`src/hw/rtl/mer_pkg.sv`:
```
// shared types, widths and command codes of the midpoint ellipse rasterizer
`default_nettype none

package mer_pkg;

   // widths of the item fields
   localparam int RADIUS_WIDTH = 10;
   localparam int COORD_WIDTH  = 12;
   localparam int COLOR_WIDTH  = 24;
   localparam int PIX_W        = 14;

   // request and response bus widths, padded to whole bytes
   localparam int REQ_FIELDS_W = 2 * RADIUS_WIDTH + 2 * COORD_WIDTH + COLOR_WIDTH;
   localparam int REQ_DATA_W   = ((REQ_FIELDS_W + 7) / 8) * 8;
   localparam int RSP_FIELDS_W = 8 * PIX_W + COLOR_WIDTH;
   localparam int RSP_DATA_W   = ((RSP_FIELDS_W + 7) / 8) * 8;

   // internal arithmetic widths
   localparam int SQ_W   = 2 * RADIUS_WIDTH;       // rx^2, ry^2
   localparam int RR_W   = 4 * RADIUS_WIDTH;       // rx^2 * ry^2
   localparam int X_W    = RADIUS_WIDTH + 1;
   localparam int Y_W    = RADIUS_WIDTH + 2;
   localparam int GRAD_W = 3 * RADIUS_WIDTH + 3;
   localparam int MUL_W  = 2 * RADIUS_WIDTH + 4;
   localparam int PROD_W = 2 * MUL_W;
   localparam int DEC_W  = PROD_W;

   // selector carried in tuser
   localparam logic CMD_START = 1'b0;
   localparam logic CMD_STEP  = 1'b1;

   typedef enum logic [3:0] {
      MUL_NONE,
      MUL_RX_RX,
      MUL_RY_RY,
      MUL_RX2_RY,
      MUL_RX2_RY2,
      MUL_AX_AX,
      MUL_AY_AY,
      MUL_RY2_T,
      MUL_RX2_T
   } mul_sel_type;

   typedef enum logic [3:0] {
      OP_NONE,
      OP_LOAD,
      OP_SET_RX2,
      OP_SET_RY2,
      OP_INIT,
      OP_SET_RR,
      OP_SAVE_T,
      OP_DEC_A,
      OP_DEC_B,
      OP_EMIT
   } dp_op_type;

   typedef struct packed {
      mul_sel_type mul_sel;
      dp_op_type   op;
   } dp_cmd_type;

   typedef struct packed {
      logic busy;
      logic need_switch;
      logic out_free;
   } dp_status_type;

   typedef enum logic [3:0] {
      ST_IDLE,
      ST_SQ_RX,
      ST_SQ_RY,
      ST_RX2_RY,
      ST_RR,
      ST_SAVE_RR,
      ST_SW_AX,
      ST_SW_AY,
      ST_SW_MUL_A,
      ST_SW_MUL_B,
      ST_SW_ADD,
      ST_EMIT
   } ctrl_state_type;

endpackage

`default_nettype wire

```
`src/hw/rtl/mer_ctrl.sv`:
```
// sequencing state machine of the midpoint ellipse rasterizer
`default_nettype none

module mer_ctrl (
   input  wire                     clock,
   input  wire                     reset,
   input  wire                     req_tvalid,
   output logic                    req_tready,
   input  wire                     req_tuser,
   input  mer_pkg::dp_status_type  dp_status,
   output mer_pkg::dp_cmd_type     dp_cmd
);
   import mer_pkg::*;

   ctrl_state_type state_ff;
   ctrl_state_type state_in;

   always_ff @(posedge clock) begin
      if (reset) begin
         state_ff <= ST_IDLE;
      end else begin
         state_ff <= state_in;
      end
   end

   always_comb begin
      state_in       = state_ff;
      req_tready     = 1'b0;
      dp_cmd.mul_sel = MUL_NONE;
      dp_cmd.op      = OP_NONE;
      case (state_ff)
         ST_IDLE: begin
            req_tready = 1'b1;
            if (req_tvalid) begin
               if (req_tuser == CMD_START) begin
                  dp_cmd.op = OP_LOAD;
                  state_in  = ST_SQ_RX;
               end else if (dp_status.busy) begin
                  if (dp_status.need_switch) begin
                     state_in = ST_SW_AX;
                  end else begin
                     state_in = ST_EMIT;
                  end
               end
            end
         end
         ST_SQ_RX: begin
            dp_cmd.mul_sel = MUL_RX_RX;
            state_in       = ST_SQ_RY;
         end
         ST_SQ_RY: begin
            dp_cmd.mul_sel = MUL_RY_RY;
            dp_cmd.op      = OP_SET_RX2;
            state_in       = ST_RX2_RY;
         end
         ST_RX2_RY: begin
            dp_cmd.mul_sel = MUL_RX2_RY;
            dp_cmd.op      = OP_SET_RY2;
            state_in       = ST_RR;
         end
         ST_RR: begin
            dp_cmd.mul_sel = MUL_RX2_RY2;
            dp_cmd.op      = OP_INIT;
            state_in       = ST_SAVE_RR;
         end
         ST_SAVE_RR: begin
            dp_cmd.op = OP_SET_RR;
            state_in  = ST_IDLE;
         end
         ST_SW_AX: begin
            dp_cmd.mul_sel = MUL_AX_AX;
            state_in       = ST_SW_AY;
         end
         ST_SW_AY: begin
            dp_cmd.mul_sel = MUL_AY_AY;
            dp_cmd.op      = OP_SAVE_T;
            state_in       = ST_SW_MUL_A;
         end
         ST_SW_MUL_A: begin
            dp_cmd.mul_sel = MUL_RY2_T;
            dp_cmd.op      = OP_SAVE_T;
            state_in       = ST_SW_MUL_B;
         end
         ST_SW_MUL_B: begin
            dp_cmd.mul_sel = MUL_RX2_T;
            dp_cmd.op      = OP_DEC_A;
            state_in       = ST_SW_ADD;
         end
         ST_SW_ADD: begin
            dp_cmd.op = OP_DEC_B;
            state_in  = ST_EMIT;
         end
         ST_EMIT: begin
            if (dp_status.out_free) begin
               dp_cmd.op = OP_EMIT;
               state_in  = ST_IDLE;
            end
         end
         default: begin
            state_in = ST_IDLE;
         end
      endcase
   end

endmodule

`default_nettype wire

```
`src/hw/rtl/mer_datapath.sv`:
```
// registers, shared multiplier and step arithmetic of the ellipse rasterizer
`default_nettype none

module mer_datapath (
   input  wire                                 clock,
   input  wire                                 reset,
   input  wire  [mer_pkg::REQ_DATA_W-1:0]      req_tdata,
   input  mer_pkg::dp_cmd_type                 dp_cmd,
   output mer_pkg::dp_status_type              dp_status,
   output logic                                rsp_tvalid,
   input  wire                                 rsp_tready,
   output logic [mer_pkg::RSP_DATA_W-1:0]      rsp_tdata,
   output logic                                rsp_tlast
);
   import mer_pkg::*;

   localparam int RY_LO = RADIUS_WIDTH;
   localparam int CX_LO = 2 * RADIUS_WIDTH;
   localparam int CY_LO = CX_LO + COORD_WIDTH;
   localparam int CL_LO = CY_LO + COORD_WIDTH;

   logic [RADIUS_WIDTH-1:0] rx_ff, rx_in, ry_ff, ry_in;
   logic [COORD_WIDTH-1:0]  cx_ff, cx_in, cy_ff, cy_in;
   logic [COLOR_WIDTH-1:0]  color_ff, color_in;
   logic [SQ_W-1:0]         rx2_ff, rx2_in, ry2_ff, ry2_in;
   logic [RR_W-1:0]         rr_ff, rr_in;
   logic [MUL_W-1:0]        t_ff, t_in;
   logic [PROD_W-1:0]       prod_ff, prod_in;
   logic                    busy_ff, busy_in, r2_ff, r2_in;
   logic [X_W-1:0]          x_ff, x_in;
   logic [Y_W-1:0]          y_ff, y_in;
   logic [GRAD_W-1:0]       gx_ff, gx_in, gy_ff, gy_in;
   logic [DEC_W-1:0]        dec_ff, dec_in;
   logic                    vld_ff, vld_in;
   logic [RSP_DATA_W-1:0]   data_ff, data_in;
   logic                    last_ff, last_in;

   logic [MUL_W-1:0]        mul_a, mul_b;
   logic [X_W:0]            ax;
   logic [Y_W-1:0]          ay;
   logic [GRAD_W-1:0]       gx_n, gy_n;
   logic                    last;
   logic [PIX_W-1:0]        px_r, px_l, py_lo, py_up;

   // shared multiplier, product registered every cycle
   always_comb begin
      ax = {x_ff, 1'b1};
      ay = (y_ff == '0) ? Y_W'(1) : y_ff - Y_W'(1);
      case (dp_cmd.mul_sel)
         MUL_RX_RX: begin
            mul_a = MUL_W'(rx_ff);
            mul_b = MUL_W'(rx_ff);
         end
         MUL_RY_RY: begin
            mul_a = MUL_W'(ry_ff);
            mul_b = MUL_W'(ry_ff);
         end
         MUL_RX2_RY: begin
            mul_a = MUL_W'(rx2_ff);
            mul_b = MUL_W'(ry_ff);
         end
         MUL_RX2_RY2: begin
            mul_a = MUL_W'(rx2_ff);
            mul_b = MUL_W'(ry2_ff);
         end
         MUL_AX_AX: begin
            mul_a = MUL_W'(ax);
            mul_b = MUL_W'(ax);
         end
         MUL_AY_AY: begin
            mul_a = MUL_W'(ay);
            mul_b = MUL_W'(ay);
         end
         MUL_RY2_T: begin
            mul_a = MUL_W'(ry2_ff);
            mul_b = t_ff;
         end
         MUL_RX2_T: begin
            mul_a = MUL_W'(rx2_ff);
            mul_b = t_ff;
         end
         default: begin
            mul_a = '0;
            mul_b = '0;
         end
      endcase
      prod_in = mul_a * mul_b;
   end

   // pixel group of the current point
   always_comb begin
      gx_n  = gx_ff + (GRAD_W'(ry2_ff) << 1);
      gy_n  = gy_ff - (GRAD_W'(rx2_ff) << 1);
      last  = r2_ff && (y_ff == '0);
      px_r  = PIX_W'(cx_ff) + PIX_W'(x_ff);
      px_l  = PIX_W'(cx_ff) - PIX_W'(x_ff);
      py_lo = PIX_W'(cy_ff) + PIX_W'(y_ff);
      py_up = PIX_W'(cy_ff) - PIX_W'(y_ff);
   end

   always_comb begin
      rx_in    = rx_ff;
      ry_in    = ry_ff;
      cx_in    = cx_ff;
      cy_in    = cy_ff;
      color_in = color_ff;
      rx2_in   = rx2_ff;
      ry2_in   = ry2_ff;
      rr_in    = rr_ff;
      t_in     = t_ff;
      busy_in  = busy_ff;
      r2_in    = r2_ff;
      x_in     = x_ff;
      y_in     = y_ff;
      gx_in    = gx_ff;
      gy_in    = gy_ff;
      dec_in   = dec_ff;
      data_in  = data_ff;
      last_in  = last_ff;
      vld_in   = vld_ff && !rsp_tready;
      case (dp_cmd.op)
         OP_LOAD: begin
            rx_in    = req_tdata[RY_LO-1:0];
            ry_in    = req_tdata[CX_LO-1:RY_LO];
            cx_in    = req_tdata[CY_LO-1:CX_LO];
            cy_in    = req_tdata[CL_LO-1:CY_LO];
            color_in = req_tdata[CL_LO+COLOR_WIDTH-1:CL_LO];
         end
         OP_SET_RX2: rx2_in = SQ_W'(prod_ff);
         OP_SET_RY2: ry2_in = SQ_W'(prod_ff);
         OP_SET_RR:  rr_in  = RR_W'(prod_ff);
         OP_SAVE_T:  t_in   = MUL_W'(prod_ff);
         OP_INIT: begin
            // 4*(ry^2 - rx^2*ry) + rx^2
            busy_in = 1'b1;
            r2_in   = 1'b0;
            x_in    = '0;
            y_in    = Y_W'(ry_ff);
            gx_in   = '0;
            gy_in   = GRAD_W'(prod_ff) << 1;
            dec_in  = (DEC_W'(ry2_ff) << 2) - (prod_ff << 2) + DEC_W'(rx2_ff);
         end
         OP_DEC_A: begin
            dec_in = prod_ff - (DEC_W'(rr_ff) << 2);
         end
         OP_DEC_B: begin
            dec_in = dec_ff + (prod_ff << 2);
            r2_in  = 1'b1;
         end
         OP_EMIT: begin
            vld_in  = 1'b1;
            last_in = last;
            data_in = RSP_DATA_W'({color_ff, py_up, px_l, py_up, px_r,
                                   py_lo, px_l, py_lo, px_r});
            if (!r2_ff) begin
               x_in  = x_ff + X_W'(1);
               gx_in = gx_n;
               if (dec_ff[DEC_W-1]) begin
                  dec_in = dec_ff + ((DEC_W'(gx_n) + DEC_W'(ry2_ff)) << 2);
               end else begin
                  y_in   = y_ff - Y_W'(1);
                  gy_in  = gy_n;
                  dec_in = dec_ff
                           + ((DEC_W'(gx_n) - DEC_W'(gy_n) + DEC_W'(ry2_ff)) << 2);
               end
            end else begin
               y_in  = y_ff - Y_W'(1);
               gy_in = gy_n;
               if (dec_ff != '0 && !dec_ff[DEC_W-1]) begin
                  dec_in = dec_ff + ((DEC_W'(rx2_ff) - DEC_W'(gy_n)) << 2);
               end else begin
                  x_in   = x_ff + X_W'(1);
                  gx_in  = gx_n;
                  dec_in = dec_ff
                           + ((DEC_W'(gx_n) - DEC_W'(gy_n) + DEC_W'(rx2_ff)) << 2);
               end
               if (last) begin
                  busy_in = 1'b0;
               end
            end
         end
         default: begin
         end
      endcase
   end

   always_ff @(posedge clock) begin
      if (reset) begin
         busy_ff <= 1'b0;
         r2_ff   <= 1'b0;
         vld_ff  <= 1'b0;
      end else begin
         busy_ff <= busy_in;
         r2_ff   <= r2_in;
         vld_ff  <= vld_in;
      end
   end

   always_ff @(posedge clock) begin
      rx_ff    <= rx_in;
      ry_ff    <= ry_in;
      cx_ff    <= cx_in;
      cy_ff    <= cy_in;
      color_ff <= color_in;
      rx2_ff   <= rx2_in;
      ry2_ff   <= ry2_in;
      rr_ff    <= rr_in;
      t_ff     <= t_in;
      prod_ff  <= prod_in;
      x_ff     <= x_in;
      y_ff     <= y_in;
      gx_ff    <= gx_in;
      gy_ff    <= gy_in;
      dec_ff   <= dec_in;
      data_ff  <= data_in;
      last_ff  <= last_in;
   end

   assign dp_status.busy        = busy_ff;
   assign dp_status.need_switch = !r2_ff && !(gx_ff < gy_ff);
   assign dp_status.out_free    = !vld_ff || rsp_tready;

   assign rsp_tvalid = vld_ff;
   assign rsp_tdata  = data_ff;
   assign rsp_tlast  = last_ff;

endmodule

`default_nettype wire

```
`src/hw/rtl/midpoint_ellipse_rasterizer.sv`:
```
// top level of the midpoint ellipse rasterizer: controller, datapath and checks
`default_nettype none

// Midpoint ellipse rasterizer. A start transfer (tuser = 0) loads radii,
// center and color and produces no response; each step transfer (tuser = 1)
// produces one response holding the four mirror pixels of the current point
// and then moves to the next point, region 1 while the x gradient is below
// the y gradient, region 2 after that. The response of the point with y = 0
// in region 2 carries tlast, after which steps are dropped until the next
// start. A step with no ellipse in progress is taken and gives nothing. A
// start may be issued at any time and drops the ellipse in progress. After
// its transfer a start runs the setup states (squares of the radii and their
// products, all through one shared 24 x 24 multiplier); a plain step is its
// transfer plus the output register load; the single step that crosses into
// region 2 also passes the switch states, as it recomputes the decision
// value through that same multiplier. Requests are taken while a response
// waits in the output register; a step then holds until that register
// frees. Coordinates are 14-bit two's complement and are not clipped.
module midpoint_ellipse_rasterizer (
   input  wire                              clock,
   input  wire                              reset,
   input  wire                              req_tvalid,
   output logic                             req_tready,
   // radius_x, radius_y, center_x, center_y, pixel_color, zero pad
   input  wire  [mer_pkg::REQ_DATA_W-1:0]   req_tdata,
   // cmd
   input  wire                              req_tuser,
   output logic                             rsp_tvalid,
   input  wire                              rsp_tready,
   // px_right, py_lower, px_left, py_lower_left, px_right_upper,
   // py_upper, px_left_upper, py_upper_left, out_color
   output logic [mer_pkg::RSP_DATA_W-1:0]   rsp_tdata,
   // is_last
   output logic                             rsp_tlast
);
   import mer_pkg::*;

   dp_cmd_type    dp_cmd;
   dp_status_type dp_status;

   // sequencing of start setup, region switch and output
   mer_ctrl u_ctrl (
      .clock      (clock),
      .reset      (reset),
      .req_tvalid (req_tvalid),
      .req_tready (req_tready),
      .req_tuser  (req_tuser),
      .dp_status  (dp_status),
      .dp_cmd     (dp_cmd)
   );

   // ellipse state, multiplier and output register
   mer_datapath u_datapath (
      .clock      (clock),
      .reset      (reset),
      .req_tdata  (req_tdata),
      .dp_cmd     (dp_cmd),
      .dp_status  (dp_status),
      .rsp_tvalid (rsp_tvalid),
      .rsp_tready (rsp_tready),
      .rsp_tdata  (rsp_tdata),
      .rsp_tlast  (rsp_tlast)
   );

   // output register is only loaded when it is free
   a_emit_free: assert property (@(posedge clock) disable iff (reset)
      (dp_cmd.op == OP_EMIT) |-> dp_status.out_free)
      else $error("response loaded over a pending transfer");

   // a loaded response is offered on the next cycle
   a_emit_valid: assert property (@(posedge clock) disable iff (reset)
      (dp_cmd.op == OP_EMIT) |=> rsp_tvalid)
      else $error("response not offered after load");

   // a start transfer has an ellipse in progress once setup is done
   a_start_busy: assert property (@(posedge clock) disable iff (reset)
      (req_tvalid && req_tready && req_tuser == CMD_START) |-> ##5 dp_status.busy)
      else $error("start setup did not arm the rasterizer");

endmodule

`default_nettype wire

```
`config.mk`:
```
export PLATFORM = sky130hd
export DESIGN_NAME = midpoint_ellipse_rasterizer
export DESIGN_NICKNAME = d
export VERILOG_FILES = /design/src/hw/rtl/mer_pkg.sv /design/src/hw/rtl/mer_ctrl.sv /design/src/hw/rtl/mer_datapath.sv /design/src/hw/rtl/midpoint_ellipse_rasterizer.sv
export SDC_FILE = /design/constraint.sdc
export NUM_CORES = 2
export LEC_CHECK = 0
export BUFFER_PORTS_ARGS = -buffer_cell sky130_fd_sc_hd__buf_2
export CELL_PAD_IN_SITES_DETAIL_PLACEMENT = 0
export CELL_PAD_IN_SITES_GLOBAL_PLACEMENT = 1
export CORE_ASPECT_RATIO = 2
export CORE_MARGIN = 2
export CORE_UTILIZATION = 38
export DETAILED_ROUTE_END_ITERATION = 6
export MAX_ROUTING_LAYER = met4
export PLACE_DENSITY_LB_ADDON = 0.1
export SETUP_SLACK_MARGIN = 0.02
export SLEW_MARGIN = 20
export SYNTH_ARGS = -nofsm -noshare
export SYNTH_HDL_FRONTEND = slang
export SYNTH_SLANG_ARGS = --single-unit
export TNS_END_PERCENT = 20
```
`constraint.sdc`:
```
create_clock -name clock -period 9.5 [get_ports clock]
set_clock_uncertainty 0.15 [all_clocks]
set_input_delay 1.9 -clock clock [delete_from_list [all_inputs] [get_ports clock]]
set_output_delay 1.9 -clock clock [all_outputs]
set_load 0.01 [all_outputs]
```
# Word level (Yosys, flattened, before mapping)
# Index checks and enable logic that the tools add are counted.
dict set report word_totals {
  register_bits 501
  output_inout_bits 139
  inputBits 77
  elab_cells 139
}
dict set report classes {
  eq_ne 35
  reduce_logical 24
  addsub 21
  n_mux 36
  order_cmp 1
  n_mul 1
}
# op n
set ops {}
lappend ops {{$add 48x48->48} 5}
lappend ops {{$pmux 48 s4} 1}
lappend ops {{$mux 48} 3}
lappend ops {{$pmux 24 s6} 1}
lappend ops {{$mux 33} 4}
lappend ops {{$pmux 33 s2} 2}
lappend ops {{$pmux 20 s6} 1}
lappend ops {{$add 46x20->46} 2}
lappend ops {{$add 48x20->48} 1}
lappend ops {{$eq 4x3->1 const B} 12}
lappend ops {{$reduce_bool 48->1} 1}
lappend ops {{$sub 22x48->48} 1}
lappend ops {{$sub 48x42->48} 1}
lappend ops {{$mul 20x24->44} 1}
lappend ops {{$pmux 4 s11} 1}
lappend ops {{$mux 12} 3}
lappend ops {{$pmux 4 s9} 1}
lappend ops {{$add 33x20->34} 1}
lappend ops {{$sub 20x33->34} 1}
lappend ops {{$sub 33x33->34} 1}
lappend ops {{$add 33x21->33} 1}
lappend ops {{$lt 33x33->1} 1}
lappend ops {{$sub 33x21->33} 1}
lappend ops {{$pmux 4 s8} 1}
lappend ops {{other kinds (30)} 70}

# Longest topological paths before layout
dict set report logic_depth {
  word_depth 8
  mapped_depth 46
}

# Modules after synthesis
# Synthesis repeated with hierarchy kept, for this count alone.
dict set report hier_totals {
  hier_cells 5717
  hier_area_um2 51339.2
}
# module seq_area_each_um2 area_each_um2 cells_each instances
set modules_own_cells {}
lappend modules_own_cells {mer_datapath 12472.0 50923.8 5655 1}
lappend modules_own_cells {mer_ctrl 80.1 415.4 62 1}

# Least setup slack after synthesis
# Ideal clock, no wire load.
dict set report synth_path {
  kind {register to register}
  start {reg u_ctrl.state_ff[0]}
  end {reg u_datapath.prod_ff[43]}
  required_time_ns 9.229
  slack_ns -0.885
  setup_time_ns 0.121
  arrival_time_ns 10.114
  path_stages_with_launch 40
  synth_period_minus_slack_ns 10.385
  path_cell_list {dfxtp_1 clkbuf_1 nand2_1 nor3_1 or3_1 clkbuf_1 clkbuf_1 a211o_1 clkbuf_1 nand2_1 fa_1 inv_1 fa_1 inv_1 fa_1 inv_1 fa_1 inv_1 [4 not listed] fa_1 inv_1 ha_1 o21ai_0 a21oi_1 a31oi_1 o21a_1 nor2_1 a221o_1 o41ai_1 o2111a_1 o31a_1 a211oi_1 nand4_1 a31oi_1 a21o_1 a21oi_1 xnor2_1}
}
dict set report synth_via {
  elab_chain_len 6
  elab_cells_between_ends 23
  classes_between {1 x mul; 16 x eq/ne; 3 x mux; 3 x reduce/logical}
}
# item line_no
set synth_rtl {}
lappend synth_rtl {{start: declaration} mer_ctrl.sv:15} ;# ctrl_state_type state_ff;
lappend synth_rtl {{start signal: assignment} mer_ctrl.sv:22} ;# state_ff <= state_in;
lappend synth_rtl {{$eq 4x4->1, or another cell as far along} mer_ctrl.sv:31} ;# case (state_ff)
lappend synth_rtl {{$pmux 4 s8 (*)} mer_ctrl.sv:31}
lappend synth_rtl {{$eq 4x2->1, or another cell as far along} mer_datapath.sv:49} ;# case (dp_cmd.mul_sel)
lappend synth_rtl {{$reduce_or 3->1 (no line) or $reduce_or 2->1 (tied branches)} --}
lappend synth_rtl {{$pmux 20 s6 or $pmux 24 s6 (tied branches)} mer_datapath.sv:49}
lappend synth_rtl {{$mul 20x24->44 (*)} mer_datapath.sv:87} ;# prod_in = mul_a * mul_b;
lappend synth_rtl {{net u_datapath.prod_in[43]} mer_datapath.sv:28} ;# logic [PROD_W-1:0] prod_ff, prod_in;
lappend synth_rtl {{end signal: assignment} mer_datapath.sv:209} ;# prod_ff <= prod_in;
lappend synth_rtl {{end: declaration} mer_datapath.sv:28}
# The timed path passes the listed nets; every way through them passes the cells marked *.
# A chain may end at the register's enable or synchronous reset.

# Worst setup path in the final report
dict set report layout_path {
  start {reg u_datapath.y_ff[4]}
  end {reg u_datapath.prod_ff[43]}
}
dict set report layout_via {
  elab_chain_len 4
  elab_cells_between_ends 6
  classes_between {1 x add/sub; 1 x mul; 3 x mux; 1 x reduce/logical}
}
# item line_no
set layout_rtl {}
lappend layout_rtl {{start: declaration} mer_datapath.sv:31} ;# logic [Y_W-1:0] y_ff, y_in;
lappend layout_rtl {{start signal: assignment} mer_datapath.sv:211} ;# y_ff <= y_in;
lappend layout_rtl {{$sub 12x1->12 or $logic_not 12->1 (tied branches)} mer_datapath.sv:48} ;# ay = (y_ff == '0) ? Y_W'(1) : y_ff - Y_W'(1);
lappend layout_rtl {{$mux 12 (*)} mer_datapath.sv:48}
lappend layout_rtl {{$pmux 20 s6 or $pmux 24 s6 (tied branches)} mer_datapath.sv:49}
lappend layout_rtl {{$mul 20x24->44 (*)} mer_datapath.sv:87}
lappend layout_rtl {{net u_datapath.prod_in[43]} mer_datapath.sv:28}
# Marked as above.

==> out/qor.csv <==
metric;value;unit
met1_length;64300;um
core;0.131;sq mm
hp-class;flop to flop;
yosys_register_bits;433;
slew_headroom;0.304;
setup.worst_path.start;u_datapath.y_ff[4]$_DFFE_PP_;
routed-wl-met3;3830;um
status;finished, final reports clean;
setup_viol;0;
die_height;517;um
maxCapViolations;0;
crit_slowest_cell;fa_1;
routed.top_layer;met4;
wl_met2;101000;um
first_pass_iters;7;
crit_path_max_incr_delay;0.56;ns
grt_pass1_vias;45000;
cts_max_level;2;
start_util;0.382;
yosysMostFrequentCell;inv_1;
drt_wl_total;179000;um
async_reset_ff_frac;0;
die-area;0.135;sq mm
worstReg2RegStart;u_datapath.y_ff[4]$_DFFE_PP_;
routedWlPerCell;22.2;um
period_share;0.983;
utilization;0.459;
postSynthAreaPerCell;8.97;sq um
tritoncts;yes;
die_w;261;um
via_per_inst;5.26;
cts_root_buffer;clkbuf_16;
cp-end-kind;flop;
ant_nets;0;
grt.total_usage;0.274;
whs;0.261;ns
maxSlewViolCount;0;
synth_ff_type;edfxtp_1;
numPortBuffers;207;
hold_viol_final;0;
startpoint_type;flop;
finalSetupTns;0;ns
cp_max_fo;4;
place_hpwl;151000;um
p_leak;27.5;nW
cts_buffers;43;
syn_to_final_growth;20.3;%
min-delay-start;u_datapath.color_ff[13]$_DFFE_PN_;
layout.nets;7263;
final_area;0.0602;sq mm
crit_top_cell;fa_1;
overflow;0;
drive_gt1_frac;0.200;
power_density;370;mW/mm^2
cp.arrival;9.72;ns
synth-seq-area-share;0.250;
p_total;22.3;mW
cts_buffer_depth;3;
remaining_drc_errors;0;
synth.top_cell.area_share;0.229;
crit_type;flop to flop;
yosys-top-cells-count;786 x inv_1, 564 x nand2_1, 507 x nor2_1;
yosysTopAreaCell;edfxtp_1;
pin_count;216;
placed_cell_area;0.0573;sq mm
std_cell_rows;188;
worst-slew-pin-transition;1.04;ns
synth_cell_types;117;
vias;42300;
netlist_instances;5579;
antenna_found_initial;4;
fillers;13000;
synthTopCellsByArea;edfxtp_1 23%, fa_1 17%, ha_1 12%;
grt_max_degree;93;
yosysWarningCount;0;
gp_congestion;0.908;
clock_sinks;433;
clk_pin_slew;0.07;ns
rsz0062_at_grt;yes;
syn_area;0.0500;sq mm
grt_pass1_wl;268000;um
drt_iter0_markers;2235;
min_period;9.34;ns
clock_latency;0.65;ns
fmax;0.107;GHz
ir_drop;184;uV
synth-edff-count;382;
required;9.87;ns
## cells by family after synthesis
group,Yosys count,share of synthesized area
and+or+nand+nor,1619,0.148
xor gates and xnor gates,403,0.0727
muxes,5,0.00100
buffers and inverters,1033,0.0826
AOI/OAI and AO/OA,1179,0.156
other,1,0.0000750
DFF,433,0.250
adders and majority gates,906,0.290
## routing by layer
metal	vias to the layer above	track usage
met3	354	0.0146
met5	-	-
met4	0	0.132
met2	797	0.535
li1	20200	-
met1	20900	0.271
## layout make-up
cell class / count / area, sq um / area share
antenna: 2 / 5.00 / 0.0000832
clock inverter: 34 / 309 / 0.00514
inverter: 789 / 2970 / 0.0493
tap: 1710 / 2140 / 0.0356
clock buffer: 46 / 1140 / 0.0189
sequential: 433 / 12500 / 0.208
multi-input combinational: 4117 / 34600 / 0.575
timing repair buffer: 906 / 6530 / 0.109
## timing repair
item / CTS / global route
cloned: 1 / 0
gates resized for setup: 128 / 137
pin swaps: 75 / 90
hold buffers: 0 / 0
endpoints found under the setup margin: 19 / 22
buffers inserted: 16 / 23
## power by group
part           switching, mW  internal, mW  total, mW
Sequential             0.364          2.63       3.00
Clock                  0.869         0.947       1.82
Combinational           9.72          7.75       17.5
Total                   11.0          11.3       22.3
## stage by stage
stage                     worst slack (ns)  std cells
after floorplan                     0.0435       5582
after global placement              -0.488       7914
after detailed placement            -0.612       7914
after CTS                          0.00682       8011
after global routing                -0.200       8037
final                                0.158       8037
## state kept, by name (all words and copies together), names as in the netlist, 4 cells and up
| register | count |
|---|---|
| u_ctrl.state_ff | 4 |
| u_datapath.color_ff | 24 |
| u_datapath.cx_ff | 12 |
| u_datapath.cy_ff | 12 |
| u_datapath.dec_ff | 48 |
| u_datapath.gx_ff | 32 |
| u_datapath.gy_ff | 32 |
| u_datapath.prod_ff | 44 |
| u_datapath.rr_ff | 40 |
| u_datapath.rsp_tdata | 74 |
| u_datapath.rx2_ff | 20 |
| u_datapath.rx_ff | 10 |
| u_datapath.ry2_ff | 20 |
| u_datapath.ry_ff | 10 |
| u_datapath.t_ff | 24 |
| u_datapath.x_ff | 11 |
| u_datapath.y_ff | 12 |
## final timing paths
check	slack (ns)	endpoint	cells past startpoint
hold reg to reg	0.26	u_datapath.rsp_tdata[125]$_DFFE_PP_	0
setup / recovery	0.16	u_datapath.prod_ff[43]$_DFF_P_	41
hold / removal	0.26	u_datapath.rsp_tdata[125]$_DFFE_PP_	0
setup reg to reg	0.16	u_datapath.prod_ff[43]$_DFF_P_	41
## worst max-delay path, delay by kind of cell, from the launching register on
kind                       cells  cell delay (ns)
adders and majority gates      8             3.80
AOI/OAI and AO/OA             13             2.40
and+or+nand+nor                9             1.26
buffers and inverters         10             1.08
DFF                            1             0.39
xor gates and xnor gates       1             0.12
## layout by cell type (no fill, tap or decap), types with 71 or more instances in the layout
cell and count:
a21o_1 96, inv_1 779, a21oi_1 246, ha_1 457, xor2_1 122, fa_1 416
o21ai_0 244, nand2_1 557, xnor2_1 255, edfxtp_1 382, nor2_1 500, nand2b_1 72
buf_4 670, buf_2 207, nor3_1 71, nand3_1 78
No activity file was read; power rests on OpenSTA's default activity.
